===== config.mk =====
export PLATFORM = sky130hd
export DESIGN_NAME = dual_motor_speed_ramp_flat
export DESIGN_NICKNAME = d
export VERILOG_FILES = /design/src/hw/rtl/dmsr_pkg.sv /design/src/hw/rtl/dmsr_in_if.sv /design/src/hw/rtl/dmsr_out_if.sv /design/src/hw/rtl/dual_motor_speed_ramp.sv /design/src/flat_wrapper.sv
export SDC_FILE = /design/constraint.sdc
export NUM_CORES = 1
export LEC_CHECK = 0
export BUFFER_PORTS_ARGS = -buffer_cell sky130_fd_sc_hd__buf_2
export CAP_MARGIN = 30
export CORE_ASPECT_RATIO = 0.8
export CORE_MARGIN = 5
export CORE_UTILIZATION = 43
export DETAILED_ROUTE_END_ITERATION = 16
export GPL_TIMING_DRIVEN = 0
export PLACE_DENSITY_LB_ADDON = 0.1
export SYNTH_ARGS = -nofsm -noshare
export SYNTH_HDL_FRONTEND = slang
export SYNTH_SLANG_ARGS = --single-unit

===== constraint.sdc =====
create_clock -name clk -period 10.85 [get_ports clk]
set_clock_uncertainty 0.1 [all_clocks]
set_input_delay 2.17 -clock clk [delete_from_list [all_inputs] [get_ports clk]]
set_output_delay 2.17 -clock clk [all_outputs]
set_load 0.02 [all_outputs]

===== src/hw/rtl/dmsr_pkg.sv =====
// Shared constants and types for the dual motor speed ramp block.
// No dependencies; used by the channel interfaces and the top level.
package dmsr_pkg;

    // Field widths of the command and result beats
    localparam int OPCODE_W = 3;
    localparam int ACTION_W = 3;
    localparam int REQ_W    = 8;
    localparam int DUTY_W   = 7;
    localparam int SPEED_W  = 8;
    localparam int RAMP_W   = 8;
    localparam int ALPHA_W  = 9;
    localparam int APB_AW   = 3;
    localparam int APB_DW   = 32;

    typedef logic signed [SPEED_W-1:0] speed_t;
    typedef logic [OPCODE_W-1:0]       opcode_t;
    typedef logic [ACTION_W-1:0]       action_t;

    // Command opcodes
    localparam opcode_t OP_TICK          = 3'd0;
    localparam opcode_t OP_FORWARD       = 3'd1;
    localparam opcode_t OP_BACKWARD      = 3'd2;
    localparam opcode_t OP_BRAKE_SUPPLY  = 3'd3;
    localparam opcode_t OP_BRAKE_GROUND  = 3'd4;

    // Bridge drive actions
    localparam action_t ACT_UNCHANGED    = 3'd0;
    localparam action_t ACT_RUN_CW       = 3'd1;
    localparam action_t ACT_RUN_CCW      = 3'd2;
    localparam action_t ACT_NEUTRAL      = 3'd3;
    localparam action_t ACT_BRAKE_SUPPLY = 3'd4;
    localparam action_t ACT_BRAKE_GROUND = 3'd5;

    // Register indexes, selected by paddr[2]
    localparam logic REG_RAMP_PERIOD  = 1'b0;
    localparam logic REG_FILTER_ALPHA = 1'b1;

    // Limits and reset values
    localparam logic [REQ_W-1:0]   SPEED_LIMIT  = 8'd100;
    localparam logic [ALPHA_W-1:0] ALPHA_ONE    = 9'd256;
    localparam logic [ALPHA_W-1:0] ALPHA_RESET  = 9'd102;
    localparam logic [RAMP_W-1:0]  RAMP_RESET   = 8'd0;

endpackage


===== src/hw/rtl/dmsr_in_if.sv =====
// Command channel: valid/ready handshake carrying one motor command beat.
// Depends on dmsr_pkg for field widths.
interface dmsr_in_if #(
    parameter int SENSE_BITS = 12
);
    logic                          valid;
    logic                          ready;
    logic [dmsr_pkg::OPCODE_W-1:0] opcode;
    logic                          motor_select;
    logic [dmsr_pkg::REQ_W-1:0]    speed_request;
    logic [SENSE_BITS-1:0]         sense_sample;

    modport source (
        output valid, opcode, motor_select, speed_request, sense_sample,
        input  ready
    );

    modport sink (
        input  valid, opcode, motor_select, speed_request, sense_sample,
        output ready
    );
endinterface


===== src/hw/rtl/dmsr_out_if.sv =====
// Result channel: valid/ready handshake carrying one drive result beat.
// Depends on dmsr_pkg for field widths.
interface dmsr_out_if #(
    parameter int SENSE_BITS = 12
);
    logic                          valid;
    logic                          ready;
    logic                          motor_id;
    logic [dmsr_pkg::ACTION_W-1:0] drive_action;
    logic [dmsr_pkg::DUTY_W-1:0]   duty;
    logic signed [dmsr_pkg::SPEED_W-1:0] target_speed;
    logic signed [dmsr_pkg::SPEED_W-1:0] present_speed;
    logic [SENSE_BITS-1:0]         filtered_current;

    modport source (
        output valid, motor_id, drive_action, duty, target_speed, present_speed,
               filtered_current,
        input  ready
    );

    modport sink (
        input  valid, motor_id, drive_action, duty, target_speed, present_speed,
               filtered_current,
        output ready
    );
endinterface


===== src/hw/rtl/dual_motor_speed_ramp.sv =====
// Dual motor speed ramp controller with per-motor current-sense filter.
// Command register feeds one compute stage (one 9 x (SENSE_BITS+9) multiply)
// into the result register, where the result beat is held until taken.
// Throughput: one command per cycle while out_ch.ready does not stall it.
// Reset (rst_n low, asynchronous): speeds, targets and filters cleared,
// ramp_period 0, filter_alpha 102, both stages empty.
// Depends on dmsr_pkg, dmsr_in_if and dmsr_out_if.
module dual_motor_speed_ramp #(
    parameter int NUM_MOTORS = 2,
    parameter int SENSE_BITS = 12
) (
    input  logic                          clk,
    input  logic                          rst_n,
    dmsr_in_if.sink                       in_ch,
    dmsr_out_if.source                    out_ch,
    input  logic                          psel,
    input  logic                          penable,
    input  logic                          pwrite,
    input  logic [dmsr_pkg::APB_AW-1:0]   paddr,
    input  logic [dmsr_pkg::APB_DW-1:0]   pwdata,
    output logic [dmsr_pkg::APB_DW-1:0]   prdata,
    output logic                          pready
);

    localparam int  FW        = SENSE_BITS + 8;
    localparam logic HAS_RIGHT = (NUM_MOTORS > 1);

    // Configuration registers
    logic [dmsr_pkg::RAMP_W-1:0]  ramp_period_reg;
    logic [dmsr_pkg::ALPHA_W-1:0] filter_alpha_reg;

    // Command stage
    logic                          stage_valid_reg;
    logic [dmsr_pkg::OPCODE_W-1:0] in_opcode_reg;
    logic                          in_motor_reg;
    logic [dmsr_pkg::REQ_W-1:0]    in_req_reg;
    logic [SENSE_BITS-1:0]         in_sample_reg;

    // Per-motor state
    dmsr_pkg::speed_t target_reg [NUM_MOTORS];
    dmsr_pkg::speed_t speed_reg  [NUM_MOTORS];
    logic [FW-1:0]    filt_reg   [NUM_MOTORS];

    // Result stage
    logic                          out_valid_reg;
    logic                          out_valid_next;
    logic                          out_motor_reg;
    logic [dmsr_pkg::ACTION_W-1:0] out_action_reg;
    logic [dmsr_pkg::DUTY_W-1:0]   out_duty_reg;
    dmsr_pkg::speed_t              out_target_reg;
    dmsr_pkg::speed_t              out_speed_reg;
    logic [SENSE_BITS-1:0]         out_filt_reg;

    logic advance;
    logic cfg_write;

    // Compute signals
    logic                          motor_ok;
    dmsr_pkg::speed_t              target_cur;
    dmsr_pkg::speed_t              speed_cur;
    logic [FW-1:0]                 filt_cur;
    dmsr_pkg::speed_t              target_next;
    dmsr_pkg::speed_t              speed_next;
    logic [FW-1:0]                 filt_next;
    logic [dmsr_pkg::ACTION_W-1:0] action;
    logic [dmsr_pkg::DUTY_W-1:0]   duty;
    logic [dmsr_pkg::DUTY_W-1:0]   req_clamped;
    logic [dmsr_pkg::ALPHA_W-1:0]  alpha_sat;
    logic signed [FW:0]            filt_diff;
    logic signed [FW+10:0]         filt_prod;
    logic signed [FW+10:0]         filt_sum;
    logic [FW-1:0]                 filt_new;

    // APB write decode; pready is always high
    assign pready    = 1'b1;
    assign cfg_write = psel && penable && pwrite && pready;

    always_ff @(posedge clk or negedge rst_n)
    begin
        if (!rst_n)
        begin
            ramp_period_reg  <= dmsr_pkg::RAMP_RESET;
            filter_alpha_reg <= dmsr_pkg::ALPHA_RESET;
        end
        else if (cfg_write)
        begin
            if (paddr[2] == dmsr_pkg::REG_RAMP_PERIOD)
                ramp_period_reg <= pwdata[dmsr_pkg::RAMP_W-1:0];
            else
                filter_alpha_reg <= pwdata[dmsr_pkg::ALPHA_W-1:0];
        end
    end

    // Read back the selected register
    always_comb
    begin
        if (paddr[2] == dmsr_pkg::REG_FILTER_ALPHA)
            prdata = {{(dmsr_pkg::APB_DW-dmsr_pkg::ALPHA_W){1'b0}}, filter_alpha_reg};
        else
            prdata = {{(dmsr_pkg::APB_DW-dmsr_pkg::RAMP_W){1'b0}}, ramp_period_reg};
    end

    // Advance the command stage whenever the result register is free
    assign advance     = stage_valid_reg && (!out_valid_reg || out_ch.ready);
    assign in_ch.ready = !stage_valid_reg || advance;

    always_ff @(posedge clk or negedge rst_n)
    begin
        if (!rst_n)
            stage_valid_reg <= 1'b0;
        else if (in_ch.ready)
            stage_valid_reg <= in_ch.valid;
    end

    // Capture the command beat
    always_ff @(posedge clk)
    begin
        if (in_ch.valid && in_ch.ready)
        begin
            in_opcode_reg <= in_ch.opcode;
            in_motor_reg  <= in_ch.motor_select;
            in_req_reg    <= in_ch.speed_request;
            in_sample_reg <= in_ch.sense_sample;
        end
    end

    // Select the addressed motor's state
    assign motor_ok = HAS_RIGHT || !in_motor_reg;

    always_comb
    begin
        target_cur = '0;
        speed_cur  = '0;
        filt_cur   = '0;
        for (int i = 0; i < NUM_MOTORS; i++)
        begin
            if (int'(in_motor_reg) == i)
            begin
                target_cur = target_reg[i];
                speed_cur  = speed_reg[i];
                filt_cur   = filt_reg[i];
            end
        end
    end

    // Filter step: F += floor(alpha * (x - F) / 256)
    assign alpha_sat = (filter_alpha_reg > dmsr_pkg::ALPHA_ONE) ? dmsr_pkg::ALPHA_ONE
                                                                : filter_alpha_reg;
    assign filt_diff = $signed({1'b0, in_sample_reg, 8'b0}) - $signed({1'b0, filt_cur});
    assign filt_prod = (FW+11)'(filt_diff) * $signed((FW+11)'({1'b0, alpha_sat}));
    assign filt_sum  = $signed((FW+11)'({1'b0, filt_cur})) + (filt_prod >>> 8);
    assign filt_new  = filt_sum[FW-1:0];

    assign req_clamped = (in_req_reg > dmsr_pkg::SPEED_LIMIT)
                       ? dmsr_pkg::SPEED_LIMIT[dmsr_pkg::DUTY_W-1:0]
                       : in_req_reg[dmsr_pkg::DUTY_W-1:0];

    // Decode the command against the motor's state
    always_comb
    begin
        target_next = target_cur;
        speed_next  = speed_cur;
        filt_next   = filt_cur;
        action      = dmsr_pkg::ACT_UNCHANGED;
        duty        = '0;
        unique case (in_opcode_reg)
            dmsr_pkg::OP_TICK:
            begin
                if (ramp_period_reg != '0)
                begin
                    filt_next = filt_new;
                    if (target_cur != speed_cur)
                    begin
                        if (target_cur > speed_cur)
                            speed_next = speed_cur + 8'sd1;
                        else
                            speed_next = speed_cur - 8'sd1;
                        if (speed_next > 8'sd0)
                        begin
                            action = dmsr_pkg::ACT_RUN_CW;
                            duty   = speed_next[dmsr_pkg::DUTY_W-1:0];
                        end
                        else if (speed_next < 8'sd0)
                        begin
                            action = dmsr_pkg::ACT_RUN_CCW;
                            duty   = 7'(-speed_next);
                        end
                        else
                            action = dmsr_pkg::ACT_NEUTRAL;
                    end
                end
            end
            dmsr_pkg::OP_FORWARD:
            begin
                target_next = $signed({1'b0, req_clamped});
                if (ramp_period_reg == '0)
                begin
                    speed_next = $signed({1'b0, req_clamped});
                    action     = dmsr_pkg::ACT_RUN_CW;
                    duty       = req_clamped;
                end
            end
            dmsr_pkg::OP_BACKWARD:
            begin
                target_next = -$signed({1'b0, req_clamped});
                if (ramp_period_reg == '0)
                begin
                    speed_next = -$signed({1'b0, req_clamped});
                    action     = dmsr_pkg::ACT_RUN_CCW;
                    duty       = req_clamped;
                end
            end
            dmsr_pkg::OP_BRAKE_SUPPLY:
            begin
                target_next = '0;
                speed_next  = '0;
                action      = dmsr_pkg::ACT_BRAKE_SUPPLY;
            end
            dmsr_pkg::OP_BRAKE_GROUND:
            begin
                target_next = '0;
                speed_next  = '0;
                action      = dmsr_pkg::ACT_BRAKE_GROUND;
            end
            default:
            begin
                action = dmsr_pkg::ACT_UNCHANGED;
            end
        endcase
    end

    // Write back the addressed motor's state
    always_ff @(posedge clk or negedge rst_n)
    begin
        if (!rst_n)
        begin
            for (int i = 0; i < NUM_MOTORS; i++)
            begin
                target_reg[i] <= '0;
                speed_reg[i]  <= '0;
                filt_reg[i]   <= '0;
            end
        end
        else if (advance && motor_ok)
        begin
            for (int i = 0; i < NUM_MOTORS; i++)
            begin
                if (int'(in_motor_reg) == i)
                begin
                    target_reg[i] <= target_next;
                    speed_reg[i]  <= speed_next;
                    filt_reg[i]   <= filt_next;
                end
            end
        end
    end

    // Result register: load on advance, drop once taken
    always_comb
    begin
        if (advance)
            out_valid_next = 1'b1;
        else if (out_ch.ready)
            out_valid_next = 1'b0;
        else
            out_valid_next = out_valid_reg;
    end

    always_ff @(posedge clk or negedge rst_n)
    begin
        if (!rst_n)
            out_valid_reg <= 1'b0;
        else
            out_valid_reg <= out_valid_next;
    end

    always_ff @(posedge clk)
    begin
        if (advance)
        begin
            out_motor_reg <= in_motor_reg;
            if (motor_ok)
            begin
                out_action_reg <= action;
                out_duty_reg   <= duty;
                out_target_reg <= target_next;
                out_speed_reg  <= speed_next;
                out_filt_reg   <= filt_next[FW-1:8];
            end
            else
            begin
                out_action_reg <= dmsr_pkg::ACT_UNCHANGED;
                out_duty_reg   <= '0;
                out_target_reg <= '0;
                out_speed_reg  <= '0;
                out_filt_reg   <= '0;
            end
        end
    end

    assign out_ch.valid            = out_valid_reg;
    assign out_ch.motor_id         = out_motor_reg;
    assign out_ch.drive_action     = out_action_reg;
    assign out_ch.duty             = out_duty_reg;
    assign out_ch.target_speed     = out_target_reg;
    assign out_ch.present_speed    = out_speed_reg;
    assign out_ch.filtered_current = out_filt_reg;

    // A new result only ever follows a held command
    a_no_invented_result: assert property (@(posedge clk) disable iff (!rst_n)
        $rose(out_valid_reg) |-> $past(stage_valid_reg))
        else $error("result appeared without a command in the stage");

    // Stored speed of motor 0 stays within the limit
    a_speed_in_range: assert property (@(posedge clk) disable iff (!rst_n)
        (speed_reg[0] >= -8'sd100) && (speed_reg[0] <= 8'sd100))
        else $error("motor 0 speed out of range");

    // Duty is reported only with a run action
    a_duty_only_when_running: assert property (@(posedge clk) disable iff (!rst_n)
        (out_valid_reg && (out_duty_reg != '0)) |->
        ((out_action_reg == dmsr_pkg::ACT_RUN_CW) ||
         (out_action_reg == dmsr_pkg::ACT_RUN_CCW)))
        else $error("nonzero duty without a run action");

    // A tick in immediate mode leaves motor 0 untouched
    a_tick_ignored_immediate: assert property (@(posedge clk) disable iff (!rst_n)
        (advance && (in_opcode_reg == dmsr_pkg::OP_TICK) && (ramp_period_reg == '0)) |=>
        ($stable(speed_reg[0]) && $stable(filt_reg[0])))
        else $error("tick changed state while ramp period is zero");

endmodule


===== src/flat_wrapper.sv =====
// flat-port wrapper written by rule: the top's interface ports become plain ports
module dual_motor_speed_ramp_flat 
#(
    parameter int NUM_MOTORS = 2,
    parameter int SENSE_BITS = 12
)
  (clk, rst_n, psel, penable, pwrite, paddr, pwdata, prdata, pready, in_ch_valid, in_ch_opcode, in_ch_motor_select, in_ch_speed_request, in_ch_sense_sample, in_ch_ready, out_ch_valid, out_ch_motor_id, out_ch_drive_action, out_ch_duty, out_ch_target_speed, out_ch_present_speed, out_ch_filtered_current, out_ch_ready);
  dmsr_in_if #(.SENSE_BITS(SENSE_BITS)) in_ch_i ();
  dmsr_out_if #(.SENSE_BITS(SENSE_BITS)) out_ch_i ();
  input  logic clk;
  input  logic rst_n;
  input  logic psel;
  input  logic penable;
  input  logic pwrite;
  input  logic [dmsr_pkg::APB_AW-1:0] paddr;
  input  logic [dmsr_pkg::APB_DW-1:0] pwdata;
  output logic [dmsr_pkg::APB_DW-1:0] prdata;
  output logic pready;
  input wire logic [$bits(in_ch_i.valid)-1:0] in_ch_valid;
  input wire logic [$bits(in_ch_i.opcode)-1:0] in_ch_opcode;
  input wire logic [$bits(in_ch_i.motor_select)-1:0] in_ch_motor_select;
  input wire logic [$bits(in_ch_i.speed_request)-1:0] in_ch_speed_request;
  input wire logic [$bits(in_ch_i.sense_sample)-1:0] in_ch_sense_sample;
  output wire logic [$bits(in_ch_i.ready)-1:0] in_ch_ready;
  output wire logic [$bits(out_ch_i.valid)-1:0] out_ch_valid;
  output wire logic [$bits(out_ch_i.motor_id)-1:0] out_ch_motor_id;
  output wire logic [$bits(out_ch_i.drive_action)-1:0] out_ch_drive_action;
  output wire logic [$bits(out_ch_i.duty)-1:0] out_ch_duty;
  output wire logic [$bits(out_ch_i.target_speed)-1:0] out_ch_target_speed;
  output wire logic [$bits(out_ch_i.present_speed)-1:0] out_ch_present_speed;
  output wire logic [$bits(out_ch_i.filtered_current)-1:0] out_ch_filtered_current;
  input wire logic [$bits(out_ch_i.ready)-1:0] out_ch_ready;
  assign in_ch_i.valid = in_ch_valid;
  assign in_ch_i.opcode = in_ch_opcode;
  assign in_ch_i.motor_select = in_ch_motor_select;
  assign in_ch_i.speed_request = in_ch_speed_request;
  assign in_ch_i.sense_sample = in_ch_sense_sample;
  assign in_ch_ready = in_ch_i.ready;
  assign out_ch_valid = out_ch_i.valid;
  assign out_ch_motor_id = out_ch_i.motor_id;
  assign out_ch_drive_action = out_ch_i.drive_action;
  assign out_ch_duty = out_ch_i.duty;
  assign out_ch_target_speed = out_ch_i.target_speed;
  assign out_ch_present_speed = out_ch_i.present_speed;
  assign out_ch_filtered_current = out_ch_i.filtered_current;
  assign out_ch_i.ready = out_ch_ready;
  dual_motor_speed_ramp #(.NUM_MOTORS(NUM_MOTORS), .SENSE_BITS(SENSE_BITS)) u_core (.clk(clk), .rst_n(rst_n), .in_ch(in_ch_i), .out_ch(out_ch_i), .psel(psel), .penable(penable), .pwrite(pwrite), .paddr(paddr), .pwdata(pwdata), .prdata(prdata), .pready(pready));
endmodule

# Word-level counts from Yosys, hierarchy flattened
# Cells that the tools add are included.
[totals]
register_bits = 154
inputBits = 66
out_inout_bits = 74
elab_cells = 90
[classes]
n_addsub = 6
mul = 1
order_cmp = 5
eq_ne = 5
muxes = 33
bitwise = 2
reduce_logical = 18
[op_table]
columns = ["op", "count"]
rows = [
  ["8-bit two-way mux", 10],
  ["20-bit two-way mux", 3],
  ["7-bit two-way mux", 6],
  ["8-bit one-hot mux with 4 select lines", 1],
  ["21-bit by 10-bit multiplier with 28-bit output", 1],
  ["8-bit one-hot mux with 3 select lines", 1],
  ["20-bit by 20-bit subtractor with 21-bit output", 1],
  ["20-bit adder", 1],
  ["9-bit two-way mux", 2],
  ["3-bit one-hot mux with 5 select lines", 1],
  ["7-bit one-hot mux with 2 select lines", 1],
  ["9-bit > comparator (second input constant)", 1],
  ["3-bit two-way mux", 3],
  ["8-bit by 2-bit adder with 8-bit output (second input constant)", 1],
  ["8-bit by 1-bit > comparator with 1-bit output (second input constant)", 1],
  ["8-bit by 7-bit > comparator with 1-bit output (second input constant)", 1],
  ["8-bit > comparator", 1],
  ["8-bit zero test", 1],
  ["8-bit by 1-bit < comparator with 1-bit output (second input constant)", 1],
  ["8-bit inequality test", 1],
  ["7-bit negator with 8-bit output", 1],
  ["2-bit AND reduction", 4],
  ["8-bit nonzero test", 1],
  ["8-bit by 2-bit subtractor with 8-bit output (second input constant)", 1],
  ["other kinds (13)", 24],
]

# Depth between registers and ports, before layout
# Gate-level depths: netlist of the first run.
[depth]
ltp_word = 12
mapped_depth = 41
ltp_nobuf = 36

# Worst setup path after synthesis of the first run
# Ideal clock, no wire load.
[synth_path]
path_kind = "register -> register"
from = "register u_core.in_motor_reg"
to = "register u_core.out_filt_reg[11], in the netlist u_core.out_ch.filtered_current[11], data pin"
setup_time_ns = 0.264
arrival_ns = 9.998
t_required_ns = 10.486
slack_ns = 0.488
path_stages_with_launch = 39
n_path_buf = 5
period_less_slack_ns = 10.362
path_cell_list = "edfxtp_1 buf_6 buf_6 clkbuf_1 buf_1 clkbuf_1 mux2i_1 ha_1 or4bb_1 a222oi_1 xor2_1 nand2_1 fa_1 inv_1 fa_1 fa_1 fa_1 inv_1 (+3 left out) a21o_1 a21o_1 a21oi_1 nor2_1 a31oi_1 o21ai_0 a21oi_1 o21bai_1 xor2_1 ha_1 a211oi_1 o21ai_0 o21bai_1 a41oi_1 a21oi_1 xnor3_2 mux2i_1 xor2_1"
[synth_between]
elab_chain_cells = 6
[synth_lines]
columns = ["item", "line_no", "rtl"]
rows = [
  ["from (decl)", "dual_motor_speed_ramp.sv:35", "logic in_motor_reg;"],
  ["from (signal assigned)", "dual_motor_speed_ramp.sv:121", "in_motor_reg <= in_ch.motor_select;"],
  ["20-bit two-way mux (*)", "dual_motor_speed_ramp.sv:137", "if (int'(in_motor_reg) == i)"],
  ["20-bit by 20-bit subtractor with 21-bit output", "dual_motor_speed_ramp.sv:149", "assign filt_diff = $signed({1'b0, in_sample_reg, 8'b0}) - $signed({1'b0, filt_cur});"],
  ["21-bit by 10-bit multiplier with 28-bit output", "dual_motor_speed_ramp.sv:150", "assign filt_prod = (FW+11)'(filt_diff) * $signed((FW+11)'({1'b0, alpha_sat}));"],
  ["20-bit adder", "dual_motor_speed_ramp.sv:151", "assign filt_sum = $signed((FW+11)'({1'b0, filt_cur})) + (filt_prod >>> 8);"],
  ["20-bit two-way mux", "dual_motor_speed_ramp.sv:169", "if (ramp_period_reg != '0)"],
  ["20-bit two-way mux (*)", "dual_motor_speed_ramp.sv:166", "unique case (in_opcode_reg)"],
  ["via u_core.filt_next[19]", "dual_motor_speed_ramp.sv:64", "logic [FW-1:0] filt_next;"],
  ["to (signal assigned)", "dual_motor_speed_ramp.sv:288", "out_filt_reg <= filt_next[FW-1:8];"],
  ["to (decl)", "dual_motor_speed_ramp.sv:52", "logic [SENSE_BITS-1:0] out_filt_reg;"],
]
# Mark *: on every way through the listed nets, which the timed path passes. The rest lies on a longest branch.
# A chain may end at the register's enable or synchronous reset.

# Final worst setup path of the first run
# Same ends and word-level chain as after synthesis.

==> out/summary.md, run 1 <==
* 96.25 MHz — maximum clock frequency
* 15260 µm² — synthesized area
* met1 — most heavily used metal layer in global routing
* 154 — flip-flop and latch count after synthesis
* fa_1 — library cell with the largest summed area after synthesis
* 34880 µm² — placeable core area
* 66220 µm — global-route wire length before repair
* 0 — Synthesis Warnings
* 0.07 ns — Clock Pin Slew Worst Setup and Hold Paths
* 16.74% — ratio of cells with drive above 1 in the final layout
* 0 — remaining global-route overflow
* 59.09% — proportion of synthesized flip-flops having asynchronous set or reset
* inv_1 — most common cell after layout, fill and taps aside
* 10.39 ns — Final Critical Period
* 1596 — number of instances in the synthesized netlist
* 0 — final hold viol count
* 0 — DRC Markers
* reg -> reg — classification of the worst setup path
* 70 — maximum number of pins on one net before global-route repair
* 10.92 ns — data required time at the worst endpoint
* 19.16% — proportion of netlist area held by the largest area contributor
* 0 — max-cap check violation count
* 9.678% — Synth Area in Compound Gates
* 27.36% — share of synthesized area occupied by flip-flops and latches
* 28.16% — fraction of the mapped netlist area in adder cells
* 11800 — via count of the first global-routing pass
* 0.9138 — Final GP Congestion
* 0 — antenna diode count
* 0 — antenna viol nets, final
* 0 — final max-slew violation count
* reg -> reg — worst hold path type
* 4.544% — Synth Area in XOR/XNOR
* 49.95% — utilization after layout
* inv_1 (232), nand2_1 (163), fa_1 (146), nor2_1 (117), ha_1 (108) — top library cells by usage in the layout, fill and taps aside
* 40 — flip-flop count of the largest register after layout
* fa_1 — most prevalent standard cell on the critical path
* 5.201 — DR vias/cell
* 14.19% — area share of and/or/nand/nor cells after synthesis
* 864 — starting DRC count in detailed routing
* 178.5 µm — die boundary height
* 0 — number of antenna violations at the first check in global routing
* clkbuf_16 — clock root buffer master
* 61 — num rows
* 34.48% — Global Route met1 Usage
* 39370 µm² — Die ar.
* 41400 µm — post-detailed-routing wire length
* 0 — Setup violations, final
* yes — CTS tree
* 0 ns — Final TNS setup
* 63 — Post-synth EDFFs
* 4 — H-tree levels
* 0.55 ns — Worst path max stage delay
* 18.48 µm — DR WL/cell
* 2076 — # nets final
* 17 — total CTS buffers
* 33.73% — remaining max-slew budget at the tightest pin
* 90 — Buffers on Ports
* 220.6 µm — horizontal die dimension
* 10.46 ns — Critical Path AT
* fa_1 (19%), dfrtp_1 (14%), edfxtp_1 (12%), ha_1 (8.9%), inv_1 (5.7%) — Area contributors post-synth
* 0.43 ns — worst skew pair latency
* 31.57% — met2 Track Usage GR
* 78 — count of different cell masters after synthesis
* 11650 — vias after detailed routing
* 16480 µm² — dpl cell area
* -2.389 ns — pre-CTS WS
* 6 — drt first pass iters
* 21.80% — overall global routing resource usage
* register — category of the worst setup path capture point
* 10 — Critical Path Fanout Max
* 0.9869 ns — Worst Max-Slew Pin Slew
* register — kind of start point of the critical path
* false — unrepaired setup endpoints after global routing
* 2 — Clock Path Buffers
* 14.21% — area growth from synthesis to layout
* 0.4608 ns — setup ws final
* 7.783% — proportion of synthesized area in mux cells
* fa_1 — Critical-path top delay cell
* 9.559 µm² — Avg Synthesized Cell Area
* 154 — Num Clock Sinks
* 43.74% — Initial Utilization
* 17420 µm² — Non-Filler Cell Area, Final
* 140 — I/O Pins
* 95.75% — crit share post-route
* 4.073% — global routing met3 resource utilization
* dfrtp_1 — dominant register cell in the synthesized netlist
* adder cells — combinational family with the most area after synthesis
* 33540 µm — sum of net half-perimeters after detailed placement
* finished, final reports clean — result of the run
## synthesized netlist by cell type (10+ instances only)
library cell / instances
a21o_1: 19
a21oi_1: 84
and2_1: 41
buf_4: 24
clkbuf_1: 42
dfrtp_1: 87
edfxtp_1: 63
fa_1: 146
ha_1: 109
inv_1: 232
mux2_2: 76
mux2i_1: 32
nand2_1: 163
nand2b_1: 19
nand3_1: 14
nor2_1: 119
nor2b_1: 26
nor3_1: 14
o21a_1: 10
o21ai_0: 49
o21bai_1: 13
xnor2_1: 52
xor2_1: 20
## worst paths after layout
check / from / endpoint / slack, ns / cells after the start
min in group asynchronous: rst_n / u_core.filt_reg[0]$_DFFE_PN0P_ / 1.55 / 1
hold reg to reg: u_core.filt_reg[19]$_DFFE_PN0P_ / u_core.filt_reg[19]$_DFFE_PN0P_ / 0.37 / 1
setup / recovery: u_core.in_motor_reg$_DFFE_PP_ / u_core.out_ch.filtered_current[11]$_DFFE_PP_ / 0.46 / 38
hold / removal: u_core.filt_reg[19]$_DFFE_PN0P_ / u_core.filt_reg[19]$_DFFE_PN0P_ / 0.37 / 1
setup reg to reg: u_core.in_motor_reg$_DFFE_PP_ / u_core.out_ch.filtered_current[11]$_DFFE_PP_ / 0.46 / 38
max in group asynchronous: rst_n / u_core.filter_alpha_reg[2]$_DFFE_PN1P_ / 8.37 / 2
## what timing repair did
action,in CTS,in global routing
gates resized for setup,30,21
cloned,0,0
pin swaps,4,4
setup endpoints to repair,44,15
hold buffers,0,0
setup buffers,14,7
## metal layers
| layer | up-vias | part of all wire, % |
|---|---|---|
| li1 | 5537 | - |
| met1 | 5757 | 50 |
| met2 | 338 | 42 |
| met3 | 19 | 6.8 |
| met4 | 0 | 0.98 |
| met5 | - | 0 |
## critical path: cells and delay by family, from the launching register on
family          cells  cell delay [ns]
flops               1             0.38
xor+xnor            4             1.03
simple gates        5             0.83
buf+inv             7             0.96
fa+ha+maj           8             3.62
mux                 2             0.58
compound gates     12             2.63
## metrics by stage
step	cells	hold slack, ns
6_report	2240	0.3744
5_1_grt	2240	0.3923
3_5_place_dp	2186	0.3648
4_1_cts	2232	0.3765
3_3_place_gp	2180	0.3546
2_1_floorplan	1618	0.3410
## final cells by class
cell class	instances	area, µm²
fillers	3331	17460
multi-input cells	1158	10070
flip-flops and latches	154	4174
inverters	232	870.8
repair buffers	119	723.2
well taps	472	590.6
clock buffers	17	425.4
plain buffers	73	412.9
clock inverters	15	156.4
## logic make-up after synthesis
logic type / Yosys count
AO/OA/AOI/OAI: 238
XOR/XNOR: 75
adder cells (fa/ha/maj): 256
buffers and inverters: 306
flip-flops: 154
multiplexers: 109
other: 2
AND/OR/NAND/NOR: 456
Power of run 1 is left out: the tool's default activity adds up to more than one toggle a clock period on the data nets, which glitch-free logic cannot reach.
==> run 2, diff against run 1 <==
ABC_AREA = 1   (was not set)
==> run 2 against run 1 <==
  * First-iteration DRC count up 22%
  * Utilization down 1.2 points
  * Design area up 0.52%
  * Non-clock buffer count down 33
  * Die area up 2.6%
  * Synthesized cell count up 25%
  * Global-route usage up 0.53 points
  * Cell count up 17%
  * Maximum frequency up 2.7%
==> out/summary.md, run 2 <==
* 35920 µm² — placeable core area, +3.0%
* 93.21% — crit share post-route, -2.5 points
* 44050 µm — post-detailed-routing wire length, +6.4%
* 62 — num rows, +1.6%
* fa_1 (19%), dfrtp_1 (14%), nand2_1 (12%), edfxtp_1 (12%), inv_1 (9.2%) — Area contributors post-synth
* 89 — Buffers on Ports, -1.1%
* 0.07 ns — Clock Pin Slew Worst Setup and Hold Paths, about the same
* 0.45 ns — worst skew pair latency, +0.02 ns
* 0 ns — Final TNS setup, unchanged
* dfrtp_1 — dominant register cell in the synthesized netlist
* u_core.out_ch.filtered_current[11]$_DFFE_PP_ — capture point of the worst reg-to-reg path
* 17 — total CTS buffers, unchanged
* 0 — remaining global-route overflow, unchanged
* 13160 — via count of the first global-routing pass, +12%
* 1057 — starting DRC count in detailed routing, +22%
* fa_1 — Critical-path top delay cell
* nand2_1 — most common cell after layout, fill and taps aside
* u_core.in_motor_reg$_DFFE_PP_ — Worst R2R Start
* 0 — final hold viol count, unchanged
* reg -> reg — worst hold path type
* register — kind of start point of the critical path
* 15670 µm² — synthesized area, +2.7%
* 13070 — vias after detailed routing, +12%
* 0 — number of post-CTS setup repair buffers, -14
* false — unrepaired setup endpoints after global routing
* 154 — flip-flop and latch count after synthesis, unchanged
* 48.76% — utilization after layout, -1.2 points
* 10 — Critical Path Fanout Max, unchanged
* clkbuf_16 — clock root buffer master
* nand2_1 (508), inv_1 (381), nor2_1 (159), fa_1 (146), o21ai_0 (140) — top library cells by usage in the layout, fill and taps aside
* 18.66% — proportion of netlist area held by the largest area contributor, -0.50 points
* 9776 µm² — multi-input combinational cell area, -2.9%
* 40 — flip-flop count of the largest register after layout, unchanged
* 0.9118 — Final GP Congestion, -0.22%
* 0 — post-cts hold buffer count, unchanged
* 58 — maximum number of pins on one net before global-route repair, -17%
* 36240 µm — sum of net half-perimeters after detailed placement, +8.0%
* nand2_1 (508), inv_1 (382), nor2_1 (159) — Commonest cells post-synth
* 0 — count of cells resized by post-cts repair, -100%
* 40380 µm² — Die ar., +2.6%
* 26.64% — share of synthesized area occupied by flip-flops and latches, -0.72 points
* yes — CTS tree
* 1.013 ns — Worst Max-Slew Pin Slew, +0.02643 ns
* 2449 — # nets final, +18%
* 63 — Post-synth EDFFs, unchanged
* 5 — drt first pass iters, -1
* 10.56% — ratio of cells with drive above 1 in the final layout, -6.2 points
* 71690 µm — global-route wire length before repair, +8.3%
* 98.88 MHz — maximum clock frequency, +2.7%
* 0 — final max-slew violation count, unchanged
* 16.81 µm — DR WL/cell, -9.1%
* 17510 µm² — Non-Filler Cell Area, Final, +0.52%
* nand2_1 — most prevalent standard cell on the critical path
* 140 — I/O Pins, unchanged
* 32.19% — remaining max-slew budget at the tightest pin, -1.5 points
* register — category of the worst setup path capture point
* 11.78% — area growth from synthesis to layout
* u_core.in_motor_reg$_DFFE_PP_ — worst setup path start
* 43.62% — Initial Utilization, -0.12 points
* 0 — antenna viol nets, final, unchanged
* 44 — cells on worst reg2reg path, +16%
* nand2_1 — most common cell in the synthesized netlist
* 0 — Synthesis Warnings, unchanged
* 3575 — Filler Cells Inserted, +7.3%
* 154 — Num Clock Sinks, unchanged
* 22.33% — overall global routing resource usage, +0.53 points
* 2 — Clock Path Buffers, unchanged
* 7.853 µm² — Avg Synthesized Cell Area, -18%
* 180.7 µm — die boundary height, +1.3%
* reg -> reg — classification of the worst setup path
* 4174 µm² — area taken by flip-flops and latches, unchanged
* 0.3753 ns — worst hold slack, +0.0008650 ns
* 0 — number of antenna violations at the first check in global routing, unchanged
* 58 — count of different cell masters after synthesis, -26%
* 0 — max-cap check violation count, unchanged
* 0 — DRC Markers, unchanged
* 223.4 µm — horizontal die dimension, +1.3%
* 0.57 ns — Worst path max stage delay, +0.02 ns
* 1995 — number of instances in the synthesized netlist, +25%
* 4.985 — DR vias/cell, -4.2%
* 0.74 ns — flop-to-flop setup slack, +0.28 ns
* 0 — Setup violations, final, unchanged
* fa_1 — library cell with the largest summed area after synthesis
* 10.21 ns — Critical Path AT, -0.25 ns
* 16850 µm² — dpl cell area, +2.3%
* 4 — H-tree levels, unchanged
* finished, final reports clean — result of the run
* 10.11 ns — Final Critical Period, -0.2757 ns
* u_core.out_ch.filtered_current[11]$_DFFE_PP_ — end point of the critical path
* 10.95 ns — data required time at the worst endpoint, +0.03 ns
* 0 — antenna diode count, unchanged
* 59.09% — proportion of synthesized flip-flops having asynchronous set or reset, unchanged
## run 2: cell types whose count changed after synthesis, sizes merged, moves of 37 or more
cell   change
and2      -39
inv      +158
mux2      -77
nand2    +361
nor2      +47
o21ai    +105
xnor2     -37
## run 2: area by class of cell
cell class	count	area share, %
clock inverter	15	1.079
clock buffer	17	2.429
timing repair buffer	92	2.951
multi-input combinational	1404	55.82
sequential	154	23.83
inverter	392	8.416
tap	480	3.429
buffer	67	2.043
## run 2: worst min-delay path by stage
stage,startpoint,endpoint,slack (ns),cells past startpoint
5_1_grt,u_core.filt_reg[36]$_DFFE_PN0P_,u_core.filt_reg[36]$_DFFE_PN0P_,0.40,2
3_5_place_dp,u_core.speed_reg[14]$_DFFE_PN0P_,u_core.speed_reg[14]$_DFFE_PN0P_,0.36,2
6_report,u_core.speed_reg[14]$_DFFE_PN0P_,u_core.speed_reg[14]$_DFFE_PN0P_,0.38,2
4_1_cts,u_core.speed_reg[14]$_DFFE_PN0P_,u_core.speed_reg[14]$_DFFE_PN0P_,0.38,2
3_3_place_gp,u_core.filt_reg[32]$_DFFE_PN0P_,u_core.filt_reg[32]$_DFFE_PN0P_,0.36,2
2_1_floorplan,u_core.filt_reg[19]$_DFFE_PN0P_,u_core.filt_reg[19]$_DFFE_PN0P_,0.34,2
## run 2: metrics by stage
step	instances	worst slack, ns
after floorplan	2017	2.393
after global placement	2586	0.2253
after detailed placement	2588	0.1599
after CTS	2620	0.1158
after global routing	2621	0.003252
final	2621	0.7365
## run 2: cells by family after synthesis
logic type,Yosys count,share of synthesized area (%)
AND/OR/NAND/NOR,788,20.80
buffers and inverters,459,11.66
AO/OA/AOI/OAI,284,10.38
adder cells (fa/ha/maj),255,27.36
flip-flops,154,26.64
XOR/XNOR,53,3.107
other,2,0.04793
## run 2: metal layers
metal,up-vias,wire [µm],global-route usage [%]
met3,37,3177,4.527
met4,0,503,4.263
met1,6244,21980,34.94
met2,374,18400,32.18
met5,-,0,0
li1,6411,-,-
## run 2: critical path: cells and delay by family (launching register included)
kind	cells	cell delay (ns)
flops	1	0.49
buf+inv	9	1.16
xor+xnor	1	0.26
fa+ha+maj	8	3.39
simple gates	23	3.39
compound gates	3	1.10
Power of run 2 is left out for the same reason.
